$ cat src/rtl/ccb_pkg.sv
package ccb_pkg;

    localparam int COUNT_BITS = 16;

    localparam logic [2:0] ITEM_WRITE    = 3'd0;
    localparam logic [2:0] ITEM_READ     = 3'd1;
    localparam logic [2:0] ITEM_CLOCK    = 3'd2;
    localparam logic [2:0] ITEM_CAPTURE  = 3'd3;
    localparam logic [2:0] ITEM_COUNT    = 3'd4;
    localparam logic [2:0] ITEM_UPSTREAM = 3'd5;

    localparam logic [3:0] OFS_CTRLA    = 4'd0;
    localparam logic [3:0] OFS_CTRLB    = 4'd1;
    localparam logic [3:0] OFS_EVCTRL   = 4'd4;
    localparam logic [3:0] OFS_INTCTRL  = 4'd5;
    localparam logic [3:0] OFS_INTFLAGS = 4'd6;
    localparam logic [3:0] OFS_STATUS   = 4'd7;
    localparam logic [3:0] OFS_TEMP     = 4'd9;
    localparam logic [3:0] OFS_CNTL     = 4'd10;
    localparam logic [3:0] OFS_CNTH     = 4'd11;
    localparam logic [3:0] OFS_CCMPL    = 4'd12;
    localparam logic [3:0] OFS_CCMPH    = 4'd13;

    localparam logic [2:0] CNT_INT     = 3'd0;
    localparam logic [2:0] CNT_TIMEOUT = 3'd1;
    localparam logic [2:0] CNT_CAPT    = 3'd2;
    localparam logic [2:0] CNT_FRQ     = 3'd3;
    localparam logic [2:0] CNT_PW      = 3'd4;
    localparam logic [2:0] CNT_FRQPW   = 3'd5;
    localparam logic [2:0] CNT_SINGLE  = 3'd6;
    localparam logic [2:0] CNT_PWM8    = 3'd7;

    localparam logic [3:0] CK_DIV1  = 4'd0;
    localparam logic [3:0] CK_DIV2  = 4'd1;
    localparam logic [3:0] CK_UP    = 4'd2;
    localparam logic [3:0] CK_EVENT = 4'd7;
    localparam logic [3:0] CK_OFF   = 4'd8;

    localparam logic CFG_OVF_PRESENT   = 1'b0;
    localparam logic CFG_EVCNT_PRESENT = 1'b1;

    localparam logic [7:0] CTRLA_MASK  = 8'h6F;
    localparam logic [7:0] CTRLB_MASK  = 8'h77;
    localparam logic [7:0] EVCTRL_MASK = 8'h51;

    localparam int FLAG_CAPT = 0;
    localparam int FLAG_OVF  = 1;

    typedef enum logic [2:0] {
        PH_RUN   = 3'b001,
        PH_READY = 3'b010,
        PH_END   = 3'b100
    } phase_t;

    typedef struct packed {
        logic [2:0] mode;
        logic [3:0] reg_offset;
        logic [7:0] write_byte;
        logic       event_level;
    } item_t;

    typedef struct packed {
        logic [7:0] read_byte;
        logic       wave_level;
        logic       wave_enable;
        logic       capture_flag;
        logic       overflow_flag;
        logic       irq;
        logic       running;
    } result_t;

endpackage

$ cat src/rtl/ccb_core.sv
module ccb_core (
    input  logic             clk,
    input  logic             rst_n,
    input  logic             cfg_we,
    input  logic             cfg_index,
    input  logic             cfg_data,
    input  logic             fire,
    input  ccb_pkg::item_t   item,
    output ccb_pkg::result_t result_next
);
    import ccb_pkg::*;

    localparam logic [COUNT_BITS-1:0] COUNT_MAX = '1;

    logic                  ovf_present_reg;
    logic                  evcnt_present_reg;
    logic [COUNT_BITS-1:0] cnt_reg, cnt_next;
    logic [15:0]           ccmp_reg, ccmp_next;
    logic [7:0]            temp_reg, temp_next;
    logic [7:0]            ctrla_reg, ctrla_next;
    logic [7:0]            ctrlb_reg, ctrlb_next;
    logic [7:0]            evctrl_reg, evctrl_next;
    logic [1:0]            inten_reg, inten_next;
    logic [1:0]            flags_reg, flags_next;
    phase_t                phase_reg, phase_next;
    logic                  last_lvl_reg, last_lvl_next;
    logic                  wave_reg, wave_next;
    logic                  div_reg, div_next;

    logic [1:0]            fmask;
    logic [2:0]            cmode;
    logic [2:0]            new_cmode;
    logic [3:0]            ck;
    logic [3:0]            new_ck;
    logic                  running;
    logic                  tick;
    logic [COUNT_BITS-1:0] top;
    logic                  at_top;
    logic                  bottom;
    logic                  ovf;
    logic                  cmp;
    logic                  ev_edge;
    logic [31:0]           cnt_wide;
    logic [7:0]            rd;
    logic [7:0]            new_ctrla;
    logic [7:0]            new_ctrlb;
    logic [1:0]            fl;

    always_comb
    begin
        fmask    = ovf_present_reg ? 2'b11 : 2'b01;
        cmode    = ctrlb_reg[2:0];
        ck       = ctrla_reg[0] ? {1'b0, ctrla_reg[3:1]} : CK_OFF;
        running  = ctrla_reg[0] && (phase_reg == PH_RUN);
        cnt_wide = 32'(cnt_reg);

        cnt_next      = cnt_reg;
        ccmp_next     = ccmp_reg;
        temp_next     = temp_reg;
        ctrla_next    = ctrla_reg;
        ctrlb_next    = ctrlb_reg;
        evctrl_next   = evctrl_reg;
        inten_next    = inten_reg;
        flags_next    = flags_reg;
        phase_next    = phase_reg;
        last_lvl_next = last_lvl_reg;
        wave_next     = wave_reg;
        div_next      = div_reg;
        rd            = 8'h00;
        tick          = 1'b0;
        ev_edge       = 1'b0;
        new_ctrla     = item.write_byte & CTRLA_MASK;
        new_ctrlb     = item.write_byte & CTRLB_MASK;
        new_cmode     = new_ctrlb[2:0];
        new_ck        = new_ctrla[0] ? {1'b0, new_ctrla[3:1]} : CK_OFF;

        case (item.mode)
            ITEM_WRITE:
            begin
                case (item.reg_offset)
                    OFS_CTRLA:
                    begin
                        ctrla_next = new_ctrla;
                        if (new_ck != ck)
                        begin
                            div_next = 1'b0;
                        end
                    end
                    OFS_CTRLB:
                    begin
                        ctrlb_next = new_ctrlb;
                        if (new_cmode == CNT_TIMEOUT || new_cmode == CNT_FRQPW
                            || new_cmode == CNT_SINGLE)
                        begin
                            phase_next = PH_READY;
                        end
                        else
                        begin
                            phase_next = PH_RUN;
                        end
                        if (new_cmode == CNT_SINGLE || new_cmode == CNT_PWM8)
                        begin
                            wave_next = 1'b0;
                        end
                        else
                        begin
                            wave_next = new_ctrlb[5];
                        end
                    end
                    OFS_EVCTRL:   evctrl_next = item.write_byte & EVCTRL_MASK;
                    OFS_INTCTRL:  inten_next = item.write_byte[1:0] & fmask;
                    OFS_INTFLAGS:
                    begin
                        if (item.write_byte[FLAG_CAPT])
                        begin
                            flags_next[FLAG_CAPT] = 1'b0;
                        end
                        if (item.write_byte[FLAG_OVF] && ovf_present_reg)
                        begin
                            flags_next[FLAG_OVF] = 1'b0;
                        end
                    end
                    OFS_TEMP, OFS_CNTL, OFS_CCMPL: temp_next = item.write_byte;
                    OFS_CNTH:  cnt_next = COUNT_BITS'({item.write_byte, temp_reg});
                    OFS_CCMPH: ccmp_next = {item.write_byte, temp_reg};
                    default:   ;
                endcase
            end
            ITEM_READ:
            begin
                case (item.reg_offset)
                    OFS_CTRLA:    rd = ctrla_reg;
                    OFS_CTRLB:    rd = ctrlb_reg;
                    OFS_EVCTRL:   rd = evctrl_reg;
                    OFS_INTCTRL:  rd = {6'b0, inten_reg & fmask};
                    OFS_INTFLAGS: rd = {6'b0, flags_reg & fmask};
                    OFS_STATUS:   rd = {7'b0, running};
                    OFS_TEMP:     rd = temp_reg;
                    OFS_CNTL:
                    begin
                        temp_next = cnt_wide[15:8];
                        rd        = cnt_wide[7:0];
                    end
                    OFS_CCMPL:
                    begin
                        temp_next = ccmp_reg[15:8];
                        if (cmode == CNT_CAPT || cmode == CNT_FRQ || cmode == CNT_PW
                            || cmode == CNT_FRQPW)
                        begin
                            flags_next[FLAG_CAPT] = 1'b0;
                        end
                        if (cmode == CNT_FRQPW && phase_reg == PH_END)
                        begin
                            phase_next = PH_READY;
                        end
                        rd = ccmp_reg[7:0];
                    end
                    OFS_CNTH, OFS_CCMPH: rd = temp_reg;
                    default:             rd = 8'h00;
                endcase
            end
            ITEM_CLOCK:
            begin
                if (ck == CK_DIV1)
                begin
                    tick = running;
                end
                else if (ck == CK_DIV2)
                begin
                    div_next = ~div_reg;
                    tick     = div_reg && running;
                end
            end
            ITEM_CAPTURE:
            begin
                if (item.event_level != last_lvl_reg)
                begin
                    last_lvl_next = item.event_level;
                    if (ctrla_reg[0] && evctrl_reg[0])
                    begin
                        if (cmode == CNT_SINGLE)
                        begin
                            ev_edge = evctrl_reg[4] || item.event_level;
                        end
                        else
                        begin
                            ev_edge = evctrl_reg[4] ? !item.event_level : item.event_level;
                        end
                        case (cmode)
                            CNT_TIMEOUT:
                            begin
                                if (ev_edge)
                                begin
                                    cnt_next   = '0;
                                    phase_next = PH_RUN;
                                end
                                else
                                begin
                                    phase_next = PH_READY;
                                end
                            end
                            CNT_CAPT:
                            begin
                                if (ev_edge)
                                begin
                                    ccmp_next             = cnt_wide[15:0];
                                    flags_next[FLAG_CAPT] = 1'b1;
                                end
                            end
                            CNT_FRQ:
                            begin
                                if (ev_edge)
                                begin
                                    ccmp_next             = cnt_wide[15:0];
                                    cnt_next              = '0;
                                    flags_next[FLAG_CAPT] = 1'b1;
                                end
                            end
                            CNT_PW:
                            begin
                                if (ev_edge)
                                begin
                                    cnt_next = '0;
                                end
                                else
                                begin
                                    ccmp_next             = cnt_wide[15:0];
                                    flags_next[FLAG_CAPT] = 1'b1;
                                end
                            end
                            CNT_FRQPW:
                            begin
                                if (ev_edge)
                                begin
                                    if (phase_reg == PH_READY)
                                    begin
                                        phase_next = PH_RUN;
                                        cnt_next   = '0;
                                    end
                                    else if (phase_reg == PH_RUN)
                                    begin
                                        phase_next            = PH_END;
                                        flags_next[FLAG_CAPT] = 1'b1;
                                    end
                                end
                                else if (phase_reg == PH_RUN)
                                begin
                                    ccmp_next = cnt_wide[15:0];
                                end
                            end
                            CNT_SINGLE:
                            begin
                                if (ev_edge && phase_reg == PH_READY)
                                begin
                                    phase_next = PH_RUN;
                                    cnt_next   = '0;
                                    wave_next  = 1'b1;
                                end
                            end
                            default: ;
                        endcase
                    end
                end
            end
            ITEM_COUNT:    tick = evcnt_present_reg && (ck == CK_EVENT) && running;
            ITEM_UPSTREAM: tick = (ck == CK_UP) && running;
            default:       ;
        endcase

        // Counter advance; it acts only when an item raises tick, and may also set flags, the wave level and the phase.
        if (cmode == CNT_INT || cmode == CNT_SINGLE)
        begin
            top = COUNT_BITS'(ccmp_reg);
        end
        else if (cmode == CNT_PWM8)
        begin
            top = COUNT_BITS'(ccmp_reg[7:0]);
        end
        else
        begin
            top = COUNT_MAX;
        end
        at_top = 1'b0;
        bottom = 1'b0;
        ovf    = 1'b0;
        cmp    = 1'b0;
        if (tick)
        begin
            if (cnt_reg == top)
            begin
                cnt_next = '0;
                at_top   = 1'b1;
                bottom   = 1'b1;
                ovf      = (cnt_reg == COUNT_MAX);
            end
            else if (cnt_reg == COUNT_MAX)
            begin
                cnt_next = '0;
                bottom   = 1'b1;
                ovf      = 1'b1;
            end
            else
            begin
                cnt_next = cnt_reg + 1'b1;
            end
            if (cmode == CNT_TIMEOUT)
            begin
                cmp = (cnt_next == COUNT_BITS'(ccmp_reg));
            end
            else if (cmode == CNT_PWM8)
            begin
                cmp = (32'(cnt_next) == 32'(ccmp_reg[15:8]));
            end
            if (at_top)
            begin
                if (cmode == CNT_INT || cmode == CNT_PWM8)
                begin
                    flags_next[FLAG_CAPT] = 1'b1;
                end
                else if (cmode == CNT_SINGLE)
                begin
                    flags_next[FLAG_CAPT] = 1'b1;
                    wave_next             = 1'b0;
                    phase_next            = PH_READY;
                end
            end
            if (bottom && cmode == CNT_PWM8)
            begin
                wave_next = 1'b1;
            end
            if (cmp)
            begin
                if (cmode == CNT_TIMEOUT)
                begin
                    flags_next[FLAG_CAPT] = 1'b1;
                end
                else
                begin
                    wave_next = 1'b0;
                end
            end
            if (ovf && ovf_present_reg)
            begin
                flags_next[FLAG_OVF] = 1'b1;
            end
        end

        fl                        = flags_next & fmask;
        result_next.read_byte     = rd;
        result_next.wave_level    = wave_next;
        result_next.wave_enable   = ctrla_next[0] && ctrlb_next[4];
        result_next.capture_flag  = fl[FLAG_CAPT];
        result_next.overflow_flag = fl[FLAG_OVF];
        result_next.irq           = |(fl & inten_next);
        result_next.running       = ctrla_next[0] && (phase_next == PH_RUN);
    end

    always_ff @(posedge clk or negedge rst_n)
    begin
        if (!rst_n)
        begin
            ovf_present_reg   <= 1'b0;
            evcnt_present_reg <= 1'b0;
        end
        else if (cfg_we)
        begin
            if (cfg_index == CFG_OVF_PRESENT)
            begin
                ovf_present_reg <= cfg_data;
            end
            if (cfg_index == CFG_EVCNT_PRESENT)
            begin
                evcnt_present_reg <= cfg_data;
            end
        end
    end

    always_ff @(posedge clk or negedge rst_n)
    begin
        if (!rst_n)
        begin
            cnt_reg      <= '0;
            ccmp_reg     <= '0;
            temp_reg     <= '0;
            ctrla_reg    <= '0;
            ctrlb_reg    <= '0;
            evctrl_reg   <= '0;
            inten_reg    <= '0;
            flags_reg    <= '0;
            phase_reg    <= PH_RUN;
            last_lvl_reg <= 1'b0;
            wave_reg     <= 1'b0;
            div_reg      <= 1'b0;
        end
        else if (fire)
        begin
            cnt_reg      <= cnt_next;
            ccmp_reg     <= ccmp_next;
            temp_reg     <= temp_next;
            ctrla_reg    <= ctrla_next;
            ctrlb_reg    <= ctrlb_next;
            evctrl_reg   <= evctrl_next;
            inten_reg    <= inten_next;
            flags_reg    <= flags_next;
            phase_reg    <= phase_next;
            last_lvl_reg <= last_lvl_next;
            wave_reg     <= wave_next;
            div_reg      <= div_next;
        end
    end

endmodule

$ cat src/rtl/capture_compare_timer_b.sv
// Path: an item is captured in the input register, then one pass of the timer logic
// writes its result into the result register.
// Throughput: one item per cycle while the result is not stalled; a stalled result
// holds the input register and stalls the input.
// Reset: asynchronous, active low; all timer state and both options clear.
module capture_compare_timer_b (
    input  logic             clk,
    input  logic             rst_n,
    input  logic             cfg_we,
    input  logic             cfg_index,
    input  logic             cfg_data,
    input  logic             item_valid,
    output logic             item_stall,
    input  ccb_pkg::item_t   item,
    output logic             result_valid,
    input  logic             result_stall,
    output ccb_pkg::result_t result
);
    import ccb_pkg::*;

    item_t   item_reg;
    logic    item_valid_reg, item_valid_next;
    result_t result_reg;
    logic    result_valid_reg, result_valid_next;
    result_t result_next;
    logic    advance;
    logic    take;

    ccb_core u_core (
        .clk         (clk),
        .rst_n       (rst_n),
        .cfg_we      (cfg_we),
        .cfg_index   (cfg_index),
        .cfg_data    (cfg_data),
        .fire        (advance),
        .item        (item_reg),
        .result_next (result_next)
    );

    always_comb
    begin
        advance    = item_valid_reg && (!result_valid_reg || !result_stall);
        item_stall = item_valid_reg && !advance;
        take       = item_valid && !item_stall;

        item_valid_next = item_valid_reg;
        if (take)
        begin
            item_valid_next = 1'b1;
        end
        else if (advance)
        begin
            item_valid_next = 1'b0;
        end

        result_valid_next = result_valid_reg;
        if (advance)
        begin
            result_valid_next = 1'b1;
        end
        else if (!result_stall)
        begin
            result_valid_next = 1'b0;
        end
    end

    always_ff @(posedge clk or negedge rst_n)
    begin
        if (!rst_n)
        begin
            item_valid_reg   <= 1'b0;
            result_valid_reg <= 1'b0;
        end
        else
        begin
            item_valid_reg   <= item_valid_next;
            result_valid_reg <= result_valid_next;
        end
    end

    always_ff @(posedge clk)
    begin
        if (take)
        begin
            item_reg <= item;
        end
        if (advance)
        begin
            result_reg <= result_next;
        end
    end

    assign result_valid = result_valid_reg;
    assign result       = result_reg;

endmodule

$ cat config.mk
export PLATFORM = sky130hd
export DESIGN_NAME = capture_compare_timer_b
export DESIGN_NICKNAME = d
export VERILOG_FILES = /design/src/rtl/ccb_pkg.sv /design/src/rtl/ccb_core.sv /design/src/rtl/capture_compare_timer_b.sv
export SDC_FILE = /design/constraint.sdc
export NUM_CORES = 1
export LEC_CHECK = 0
export BUFFER_PORTS_ARGS = -buffer_cell sky130_fd_sc_hd__buf_2
export CELL_PAD_IN_SITES_DETAIL_PLACEMENT = 2
export CELL_PAD_IN_SITES_GLOBAL_PLACEMENT = 2
export CORE_ASPECT_RATIO = 1.75
export CORE_UTILIZATION = 35
export CTS_CLUSTER_SIZE = 24
export DETAILED_ROUTE_END_ITERATION = 8
export GPL_TIMING_DRIVEN = 0
export HOLD_SLACK_MARGIN = 0.02
export PLACE_DENSITY = 0.86
export SLEW_MARGIN = 15
export SYNTH_ARGS = -nofsm -noshare
export SYNTH_HDL_FRONTEND = slang
export SYNTH_SLANG_ARGS = --single-unit
$ cat constraint.sdc
create_clock -name clk -period 2.9 [get_ports clk]
set_input_delay 0.145 -clock clk [delete_from_list [all_inputs] [get_ports clk]]
set_output_delay 0.145 -clock clk [all_outputs]
set_load 0.02 [all_outputs]
==> results of run 1 <==
==> logic make-up after synthesis <==
kind of cell | synth area share
simple gates | 0.214
compound gates | 0.206
flops | 0.391
buf+inv | 0.0496
mux | 0.0727
xor+xnor | 0.0593
fa+ha+maj | 0.00744
==> through the flow <==
stage / setup WS, ns / cells / hold WS (ns) / power [uW]
2_1_floorplan: -0.0585 / 781 / -0.151 / 2690
3_3_place_gp: -1.27 / 1057 / 0.321 / 3120
3_5_place_dp: -1.32 / 1058 / 0.165 / 3190
4_1_cts: -0.327 / 1108 / 0.0241 / 4570
5_1_grt: -0.658 / 1118 / 0.0326 / 5070
6_report: -0.654 / 1119 / 0.0219 / 4970
==> final cells by class <==
type | instances | share of cell area
buffer | 52 | 0.0374
tap | 238 | 0.0346
sequential | 99 | 0.307
clock inverter | 6 | 0.00669
clock buffer | 10 | 0.0266
multi-input combinational | 601 | 0.500
antenna | 1 | 0.000291
timing repair buffer | 95 | 0.0806
inverter | 17 | 0.00757
==> layer usage <==
layer / part of all wire / wire length [um] / vias to the layer above
met3: 0.078 / 3150 / 270
met1: 0.32 / 12800 / 3874
met5: 0.00032 / 13 / -
met4: 0.11 / 4400 / 2
met2: 0.49 / 19700 / 551
li1: - / - / 3058
==> final timing paths <==
| kind | endpoint | slack, ns | cells past startpoint |
|---|---|---|---|
| setup / recovery | result[5]$_DFFE_PP_ | -0.65 | 11 |
| hold / removal | u_core.evcnt_present_reg$_DFFE_PN0P_ | 0.02 | 2 |
| setup reg to reg | result[5]$_DFFE_PP_ | -0.65 | 11 |
| hold reg to reg | u_core.ctrlb_reg[5]$_DFFE_PN0P_ | 0.51 | 1 |
| max in group asynchronous | u_core.cnt_reg[6]$_DFFE_PN0P_ | 1.92 | 3 |
| min in group asynchronous | u_core.ccmp_reg[14]$_DFFE_PN0P_ | 0.30 | 2 |
==> Yosys cell counts (20+ instances only) <==
master	instances	area (um^2)
nand2_1	87	327
nor2_1	72	270
dfrtp_1	68	1700
clkbuf_1	54	203
a21oi_1	51	255
o21ai_0	35	175
xnor2_1	32	280
mux2_2	31	349
edfxtp_1	30	901
nand3_1	30	150
a31oi_1	28	175
nor3_1	23	115
nor2b_1	20	125
==> power by group through the flow <==
stage	combinational [uW]	clock, uW	sequential, uW
finish	1750	1290	1940
floorplan	922	0	1770
global route	1810	1320	1940
detailed placement	1340	0	1840
global placement	1280	0	1830
CTS	1490	1240	1850
==> cell usage in the layout, fill, tap and decap left out, types with 7 or more instances in the layout <==
cell / n
buf_2: 40
xor2_1: 10
a22o_1: 7
dfrtp_1: 62
a21oi_1: 45
and3_1: 8
clkbuf_1: 24
nand4_1: 8
nand2_1: 81
mux2i_1: 13
mux2_2: 31
dlygate4sd3_1: 18
clkbuf_16: 9
xnor2_1: 25
edfxtp_1: 30
o21ai_0: 34
a22oi_1: 13
nor2_1: 66
nand3_1: 28
nand2b_1: 10
nor2b_1: 19
buf_4: 39
clkbuf_2: 9
a31oi_1: 26
nor3_1: 17
inv_1: 16
xnor2_2: 7
==> what timing repair did <==
| action | CTS | global route |
|---|---|---|
| endpoints found under the setup margin | 56 | 48 |
| endpoints found under the hold margin | 51 | 0 |
| gates resized for setup | 101 | 55 |
| setup buffers | 23 | 15 |
| hold buffers | 18 | 0 |
| pin swaps | 27 | 19 |
| cloned | 1 | 0 |
==> critical path, stage by stage (launching register included) <==
cell,delay (ns)
dfrtp_1,0.45
or3_4,0.48
buf_8,0.17
a21oi_1,0.29
xnor2_1,0.15
nor4_2,0.35
and4_1,0.25
buf_6,0.15
buf_12,0.14
o2111ai_1,0.18
a2111o_1,0.46
a22o_1,0.21
==> results.toml, run 1 <==
[status]
violations = "negative setup slack"
status = "finished, violations left"

[logic_synthesis]
synth_edf_count = 30
synthArstFlopShare = 0.697
synth.distinct_cells = 73
synthFlopType = "dfrtp_1"
yosysWarnings = 0
postSynthAreaPerCell_um2 = 8.62
netlist_instances = 781
syn_area_mm2 = 0.00673
ys_seq_elements = 99
synth_nets = 808
seq_area_frac_synth = 0.391

[cells_and_area]
fin_nets = 902
nFillCells = 1968
final_cell_area_mm2 = 0.00860
drive_gt1_frac = 0.267
seq_area_mm2 = 0.00264
syn2layout_area_growth_pct = 27.7
multi_input_area_mm2 = 0.00430
post-route-util = 0.459

[die]
io_pins = 39
coreArea_mm2 = 0.0187
dieWidth_um = 107
dieArea_mm2 = 0.0198
rows = 66
fp.dieH_um = 185
start_util = 0.359

[cts]
cts.sinks = 99
cts_buffers = 9
clk_latency_ns = 0.38
cts_root_buffer = "clkbuf_16"
cts.clk_slew.worst_paths_ns = 0.09
tritoncts = "built"
clockBufferDepth = 2
cts.htree.levels = 3

[grt]
first_global_vias = 8233
use_met2 = 0.641
grt_max_degree = 37
grt.overflow.total = 0
antenna_found_initial = 3
grt_busiest_layer = "met2"
met1_usage = 0.349
track_usage = 0.362
grt_pass1_wl_mm = 51.3
use_met3 = 0.0508

[routing]
first_iter_violations = 768
wl_per_cell_um = 35.8
drtAntennaViolNets = 0
totalWireLength_mm = 40.1
via_per_inst = 6.93
vias = 7755
drc = 0
drt_pass1_iterations = 5

[pwr]
combPwrFrac = 0.352
cellLeakagePower_uw = 0.00334
pwr-share-clk = 0.259
cellPowerDensity_mw_per_mm2 = 578
seq_power_share = 0.389
irDropWorstVdd_mv = 0.435
swShare = 0.415
internal-power_uw = 2910
switchingPower_uw = 2070

[hold_path]
hp-class = "input port to flip-flop"
holdCritStartpoint = "cfg_data"

[sta]
timing.final.crit_share = 1.23
finalCriticalPeriod_ns = 3.55
finalMaxSlewViolations = 0
relSlewSlack = 0.294
finalSetupViolCount = 43
fin_tns_setup_ns = -7.70
worst_pin_slew_ns = 1.05
clock.fmax_mhz = 281
setup_ws_ns = -0.654
rsz0062_at_grt = "true"
hold_viol_final = 0
skew_ns = 0.0218

[worst_setup_path]
critPathLaunch = "u_core.ctrlb_reg[1]$_DFFE_PN0P_"
cp-end-kind = "flip-flop"
r2r-start = "u_core.ctrlb_reg[1]$_DFFE_PN0P_"
worst_ep_required_time_ns = 3.03
criticalPathCategory = "flip-flop to flip-flop"
cp_max_fo = 10
crit_arrival_ns = 3.69
cp-start-kind = "flip-flop"

[job]
maxCapViolations = 0

[place]
gp_congestion = 0.949
dp_hpwl_mm = 22.7
io_buffers = 38
post_dp_cell_area_mm2 = 0.00728
Note: power is estimated with default switching activity, not from simulation.
==> inputs of run 2 (changes only) <==
--- a/config.mk
+++ b/config.mk
@@ -5,11 +5,13 @@
 export SDC_FILE = /design/constraint.sdc
 export NUM_CORES = 1
 export LEC_CHECK = 0
+export ABC_AREA = 1
 export BUFFER_PORTS_ARGS = -buffer_cell sky130_fd_sc_hd__buf_2
+export CAP_MARGIN = 5
 export CELL_PAD_IN_SITES_DETAIL_PLACEMENT = 2
 export CELL_PAD_IN_SITES_GLOBAL_PLACEMENT = 2
 export CORE_ASPECT_RATIO = 1.75
-export CORE_UTILIZATION = 35
+export CORE_UTILIZATION = 32
 export CTS_CLUSTER_SIZE = 24
 export DETAILED_ROUTE_END_ITERATION = 8
 export GPL_TIMING_DRIVEN = 0
==> run 2 against run 1 <==
Against the previous run:
- the flow still finishes with violations (negative setup slack)
- register-to-register slack improved by 0.30 ns
- core utilization down 2.3 points
- global-route usage fell by 1.3 points
- non-clock buffer count is 13 lower
- via count fell by 3.7%
- combinational power up 96%
- synthesized cell count up 17%
- routed wire length shrank 12%
- fmax up 9.4%
- clock power barely moved
- hold slack gained 0.033 ns
- critical endpoint is now result[1]$_DFFE_PP_
- sequential share of layout area increased by 0.082 points
==> results.toml, run 2 <==
[logic_synthesis]
ys_seq_elements = 99
synth_nets = 939
syn_area_mm2 = 0.00640
netlist_top_cells_count = "nand2_1, nor2_1, inv_1"
synth.distinct_cells = 44
synthFlopType = "dfrtp_1"
synth_edf_count = 30
synth.most_common_cell = "nand2_1"
synth_top_area_share = 0.266
yosysWarnings = 0
postSynthAreaPerCell_um2 = 7.02
synthArstFlopShare = 0.697
seq_area_frac_synth = 0.410
synth_area_leaders = "dfrtp_1, nand2_1, edfxtp_1, nor2_1, inv_1"
netlist_instances = 912
yosys.area.top_type = "dfrtp_1"

[grt]
antenna_found_initial = 0
grt_max_degree = 53
first_global_vias = 8465
grt_pass1_wl_mm = 51.0
grt.overflow.total = 0
track_usage = 0.349

[pwr]
cellLeakagePower_uw = 0.00388
totalPowerFinal_uw = 6950
cellPowerDensity_mw_per_mm2 = 811
irDropWorstVdd_mv = 0.353

[worst_setup_path]
cp_cell_sequence = "buf_6 -> nor2_4 -> nand2_4 -> nand3_4 -> buf_8 -> nand2_2 -> nand2_2 -> nand2_2 -> nor2_1 -> nand2_1 -> nor2_4 -> nand2_4 -> buf_16 -> nand3_1 -> nand2_1 -> nor2_2 -> nand2_4 -> nor2_2 -> nand2_2 -> nand2_2 -> nand2_2 -> nand2_4 -> nand2_2 -> nand2_2"
cpMostUsedCell = "nand2_2"
cp-end-kind = "flip-flop"
slowest_delay_ns = 0.41
cp_slowest_cell = "dfrtp_1"
cp_max_fo = 6
cpLargestDelayFamily = "simple AND/OR/NAND/NOR gates"
cp-start-kind = "flip-flop"
crit_arrival_ns = 3.49
worst_ep_required_time_ns = 3.14
criticalPathCategory = "flip-flop to flip-flop"
cp_num_buf_inv = 3

[sta]
fin_tns_setup_ns = -1.55
worst_pin_slew_ns = 1.02
finalCriticalPeriod_ns = 3.25
relSlewSlack = 0.315
skew_ns = 0.0151
timing.final.crit_share = 1.12
hold_viol_final = 0
finalMaxSlewViolations = 0
clock.fmax_mhz = 308
finalSetupViolCount = 6
rsz0062_at_grt = "true"
setup_ws_ns = -0.349

[die]
rows = 68
fp.dieH_um = 189
dieWidth_um = 109
coreArea_mm2 = 0.0197
io_pins = 39
dieArea_mm2 = 0.0206
start_util = 0.326

[cells_and_area]
final_common_cell = "nand2_1"
antenna_cells = 0
post-route-util = 0.436
drive_gt1_frac = 0.245
fin_nets = 1057
nFillCells = 2214
final_cell_area_mm2 = 0.00856
syn2layout_area_growth_pct = 33.7
final_cell_mix = "nand2_1, inv_1, nor2_1, o21ai_0, dfrtp_1"

[routing]
totalWireLength_mm = 35.4
vias = 7466
via_per_inst = 5.83
drt_pass1_iterations = 4
drtAntennaViolNets = 0
wl_per_cell_um = 27.7
first_iter_violations = 272
drc = 0

[cts]
cts_root_buffer = "clkbuf_16"
cts.htree.levels = 3
cts.sinks = 99
cts_buffers = 9
tritoncts = "built"
clk_latency_ns = 0.38
cts.clk_slew.worst_paths_ns = 0.07
clockBufferDepth = 2

[place]
dp_hpwl_mm = 23.3
io_buffers = 38
gp_congestion = 0.936
post_dp_cell_area_mm2 = 0.00693

[hold_path]
hp-class = "input port to flip-flop"

[status]
status = "finished, violations left"
violations = "negative setup slack"

[job]
maxCapViolations = 0
[run 2: cell count changes in the layout (fill, tap and decap cells not counted), moves of 19 or more]
cell and delta:
o21ai_0 +39, nor2_1 +19, nor2b_1 -19, xnor2_1 -23, nand2_2 +43, inv_1 +87
mux2_2 -31, nand2_1 +130
[run 2: path summary, 6_finish.rpt]
kind / slack (ns) / cells after the start / from / end
setup / recovery: -0.35 / 24 / u_core.ctrlb_reg[2]$_DFFE_PN0P_ / result[1]$_DFFE_PP_
hold / removal: 0.06 / 3 / item_valid / item_valid_reg$_DFFE_PN0P_
min in group asynchronous: 0.21 / 2 / rst_n / u_core.cnt_reg[10]$_DFFE_PN0P_
setup reg to reg: -0.35 / 24 / u_core.ctrlb_reg[2]$_DFFE_PN0P_ / result[1]$_DFFE_PP_
hold reg to reg: 0.49 / 2 / u_core.ctrla_reg[5]$_DFFE_PN0P_ / u_core.ctrla_reg[5]$_DFFE_PN0P_
max in group asynchronous: 2.08 / 3 / rst_n / u_core.ccmp_reg[5]$_DFFE_PN0P_
[run 2: report_power, final]
part	leakage (uW)	internal, uW	switching, uW
logic	0.00259	1110	2320
clock network	0.000146	675	610
registers	0.00114	1780	441
total	0.00388	3570	3370
[run 2: worst reg2reg max path, cell delays in order, from the launching register on]
cell and delay [ns]:
dfrtp_1 0.41, buf_6 0.15, nor2_4 0.13, nand2_4 0.09, nand3_4 0.18, buf_8 0.17
nand2_2 0.08, nand2_2 0.07, nand2_2 0.09, nor2_1 0.14, nand2_1 0.10, nor2_4 0.19
nand2_4 0.13, buf_16 0.17, nand3_1 0.09, nand2_1 0.10, nor2_2 0.14, nand2_4 0.09
nor2_2 0.13, nand2_2 0.08, nand2_2 0.08, nand2_2 0.07, nand2_4 0.12, nand2_2 0.05
nand2_2 0.07
[run 2: cell type report]
type	count	area, um^2	share of cell area
clock inverters	7	72.6	0.00847
well taps	245	307	0.0358
inverters	110	417	0.0487
repair buffers	106	901	0.105
clock buffers	9	225	0.0263
multi-input cells	676	3780	0.442
flip-flops and latches	99	2630	0.307
plain buffers	28	224	0.0262
[run 2: timing repair]
item | 4_1_cts | 5_1_grt
buffers inserted | 36 | 8
gates resized for setup | 127 | 75
gates cloned | 6 | 0
hold buffers | 20 | 0
pin swaps | 32 | 52
endpoints found under the hold margin | 37 | 0
endpoints found under the setup margin | 42 | 44
[run 2: through the flow]
step           hold WS (ns)  worst slack, ns  instances
3_5_place_dp         0.0579            -1.21       1196
2_1_floorplan        -0.151            0.402        912
5_1_grt              0.0624           -0.428       1280
3_3_place_gp          0.321            -1.08       1195
6_report             0.0551           -0.349       1280
4_1_cts              0.0260           -0.189       1274
[run 2: routing by layer]
layer / up-vias / routed length [um] / share of wire / GRT usage
met3: 191 / 1300 / 0.037 / 0.0540
met2: 321 / 18900 / 0.53 / 0.626
met1: 3727 / 10800 / 0.31 / 0.301
met5: - / 0 / 0 / 0
li1: 3227 / - / - / -
met4: 0 / 4380 / 0.12 / 0.386
[run 2: cell families after synthesis]
| family | Yosys count | synth area share |
|---|---|---|
| buf+inv | 138 | 0.0887 |
| fa+ha+maj | 4 | 0.00781 |
| xor+xnor | 23 | 0.0315 |
| flops | 99 | 0.410 |
| compound gates | 178 | 0.160 |
| simple gates | 470 | 0.301 |
==> inputs of run 3 (changes only) <==
--- a/config.mk
+++ b/config.mk
@@ -8,7 +8,7 @@
 export ABC_AREA = 1
 export BUFFER_PORTS_ARGS = -buffer_cell sky130_fd_sc_hd__buf_2
 export CAP_MARGIN = 5
-export CELL_PAD_IN_SITES_DETAIL_PLACEMENT = 2
+export CELL_PAD_IN_SITES_DETAIL_PLACEMENT = 1
 export CELL_PAD_IN_SITES_GLOBAL_PLACEMENT = 2
 export CORE_ASPECT_RATIO = 1.75
 export CORE_UTILIZATION = 32
==> run 3 against run 2 <==
Against the previous run:
- the run still ends with negative setup slack left
- hold slack worse by 0.027 ns
- sequential share of layout area is 1.9 points higher
- clock power is essentially flat
- largest cell class unchanged
- design area decreased by 5.8%
- count of clock-buffer cells in the layout did not move
==> results.toml, run 3 (synthesized netlist as in run 2, its figures left out) <==
[sta]
finalCriticalPeriod_ns = 3.11
clock.fmax_mhz = 321
timing.final.crit_share = 1.07
relSlewSlack = 0.381
rsz0062_at_grt = "true"
worst_pin_slew_ns = 0.918
setup_ws_ns = -0.215
finalMaxSlewViolations = 0
hold_viol_final = 0
finalSetupViolCount = 5
skew_ns = 0.0101

[cts]
cts.sinks = 99
cts_root_buffer = "clkbuf_16"
clockBufferDepth = 2
clk_latency_ns = 0.37
cts_buffers = 9
cts.htree.levels = 3
tritoncts = "built"
cts.clk_slew.worst_paths_ns = 0.07

[grt]
grt_max_degree = 53
track_usage = 0.277
grt_pass1_wl_mm = 40.9
first_global_vias = 7236
grt.overflow.total = 0
antenna_found_initial = 0

[worst_setup_path]
cp-end-kind = "flip-flop"
cp_num_buf_inv = 4
criticalPathCategory = "flip-flop to flip-flop"
worst_ep_required_time_ns = 3.02
cp_slowest_cell = "dfrtp_2"
cpLargestDelayFamily = "simple AND/OR/NAND/NOR gates"
cp_cell_sequence = "buf_4 -> nand3_2 -> nand3_4 -> clkbuf_16 -> nand3_1 -> nand2_2 -> nor2_2 -> nand2_1 -> nor2_2 -> nand2_4 -> buf_4 -> nand2_4 -> nand2_1 -> nand2_1 -> nor2_2 -> nand2_2 -> nor2_1 -> nand2_1 -> nand2_1 -> nand2_2 -> nand2_2 -> buf_4"
cp-start-kind = "flip-flop"
slowest_delay_ns = 0.48
regToRegSetupSlack_ns = -0.21
cpMostUsedCell = "nand2_1"
crit_arrival_ns = 3.24
cp_max_fo = 7

[place]
pre_cts_ws_ns = -1.12
gp_congestion = 0.936
placed_cells = 1196
dp_hpwl_mm = 21.3
io_buffers = 38

[routing]
vias = 6708
via_per_inst = 5.31
totalWireLength_mm = 27.2
first_iter_violations = 260
wl_per_cell_um = 21.5
drc = 0
drt_pass1_iterations = 5
drtAntennaViolNets = 0

[cells_and_area]
seq_area_mm2 = 0.00263
multi_input_area_mm2 = 0.00346
final_cell_mix = "nand2_1, inv_1, nor2_1, o21ai_0, dfrtp_1"
fin_nets = 1041
nFillCells = 2436
final_common_cell = "nand2_1"
post-route-util = 0.410
antenna_cells = 0
drive_gt1_frac = 0.174
syn2layout_area_growth_pct = 26.0
instances_no_fill = 1264

[die]
dieWidth_um = 109
io_pins = 39
dieArea_mm2 = 0.0206
rows = 68
coreArea_mm2 = 0.0197
fp.dieH_um = 189
start_util = 0.326

[pwr]
switchingPower_uw = 2750
irDropWorstVdd_mv = 0.310
cellPowerDensity_mw_per_mm2 = 760
internal-power_uw = 3380
pwr-share-clk = 0.206
swShare = 0.449
cellLeakagePower_uw = 0.00371
seq_power_share = 0.350
combPwrFrac = 0.444

[job]
maxCapViolations = 0

[status]
violations = "negative setup slack"
status = "finished, violations left"

[hold_path]
hp-class = "input port to flip-flop"
==> run 3: power groups by stage <==
| stage | Clock (uW) | Combinational [uW] | Sequential, uW |
|---|---|---|---|
| final | 1260 | 2720 | 2150 |
| after detailed placement | 0 | 2240 | 2160 |
| after CTS | 1280 | 2520 | 2130 |
| after global routing | 1320 | 2970 | 2180 |
| after floorplan | 0 | 1490 | 2050 |
| after global placement | 0 | 2190 | 2150 |
==> run 3: what timing repair did <==
item                                   CTS  global route
gates cloned                             2             2
pin swaps                                5            26
hold buffers                            20             0
buffers inserted                        24             5
resized for setup                       62            42
endpoints found under the hold margin   38             0
setup endpoints to repair               40            40
==> run 3: metrics by stage <==
stage	total power (uW)	cell area [um^2]	TNS, ns	hold WS (ns)
finish	6130	8070	-0.795	0.0282
global route	6480	8070	-1.97	0.0546
CTS	5930	7880	-0.584	0.0288
detailed placement	4400	6930	-15.16	0.0575
global placement	4340	6900	-13.83	0.321
floorplan	3540	6400	0	-0.151
==> run 3: worst reg2reg max path, cell delays in order (launching register included) <==
cell and delay (ns):
dfrtp_2 0.48, buf_4 0.16, nand3_2 0.10, nand3_4 0.19, clkbuf_16 0.23, nand3_1 0.09
nand2_2 0.07, nor2_2 0.10, nand2_1 0.07, nor2_2 0.15, nand2_4 0.15, buf_4 0.18
nand2_4 0.09, nand2_1 0.06, nand2_1 0.10, nor2_2 0.06, nand2_2 0.11, nor2_1 0.06
nand2_1 0.08, nand2_1 0.07, nand2_2 0.07, nand2_2 0.07, buf_4 0.14
==> run 3: worst paths after layout <==
check,from,end,cells past startpoint
max reg2reg,u_core.ctrlb_reg[0]$_DFFE_PN0P_,result[3]$_DFFE_PP_,22
min,result_stall,result_valid$_DFFE_PN0P_,3
max,u_core.ctrlb_reg[0]$_DFFE_PN0P_,result[3]$_DFFE_PP_,22
max in group asynchronous,rst_n,u_core.ctrla_reg[2]$_DFFE_PN0P_,3
min in group asynchronous,rst_n,u_core.ccmp_reg[8]$_DFFE_PN0P_,2
min reg2reg,u_core.ctrla_reg[5]$_DFFE_PN0P_,u_core.ctrla_reg[5]$_DFFE_PN0P_,2
==> run 3: final cells by class <==
cell class | instances | share of cell area
Tap cell | 245 | 0.0380
Multi-Input combinational cell | 675 | 0.429
Buffer | 28 | 0.0254
Timing Repair Buffer | 91 | 0.0927
Sequential cell | 99 | 0.326
Clock buffer | 9 | 0.0279
Inverter | 110 | 0.0520
Clock inverter | 7 | 0.00900
==> run 3: layer usage <==
layer  wire length (um)  up-vias  global-route usage
met1               8740     3235               0.254
met5                  0        -                   0
li1                   -     3192                   -
met4               2800        0               0.250
met2              15000      166               0.521
met3                607      115              0.0207
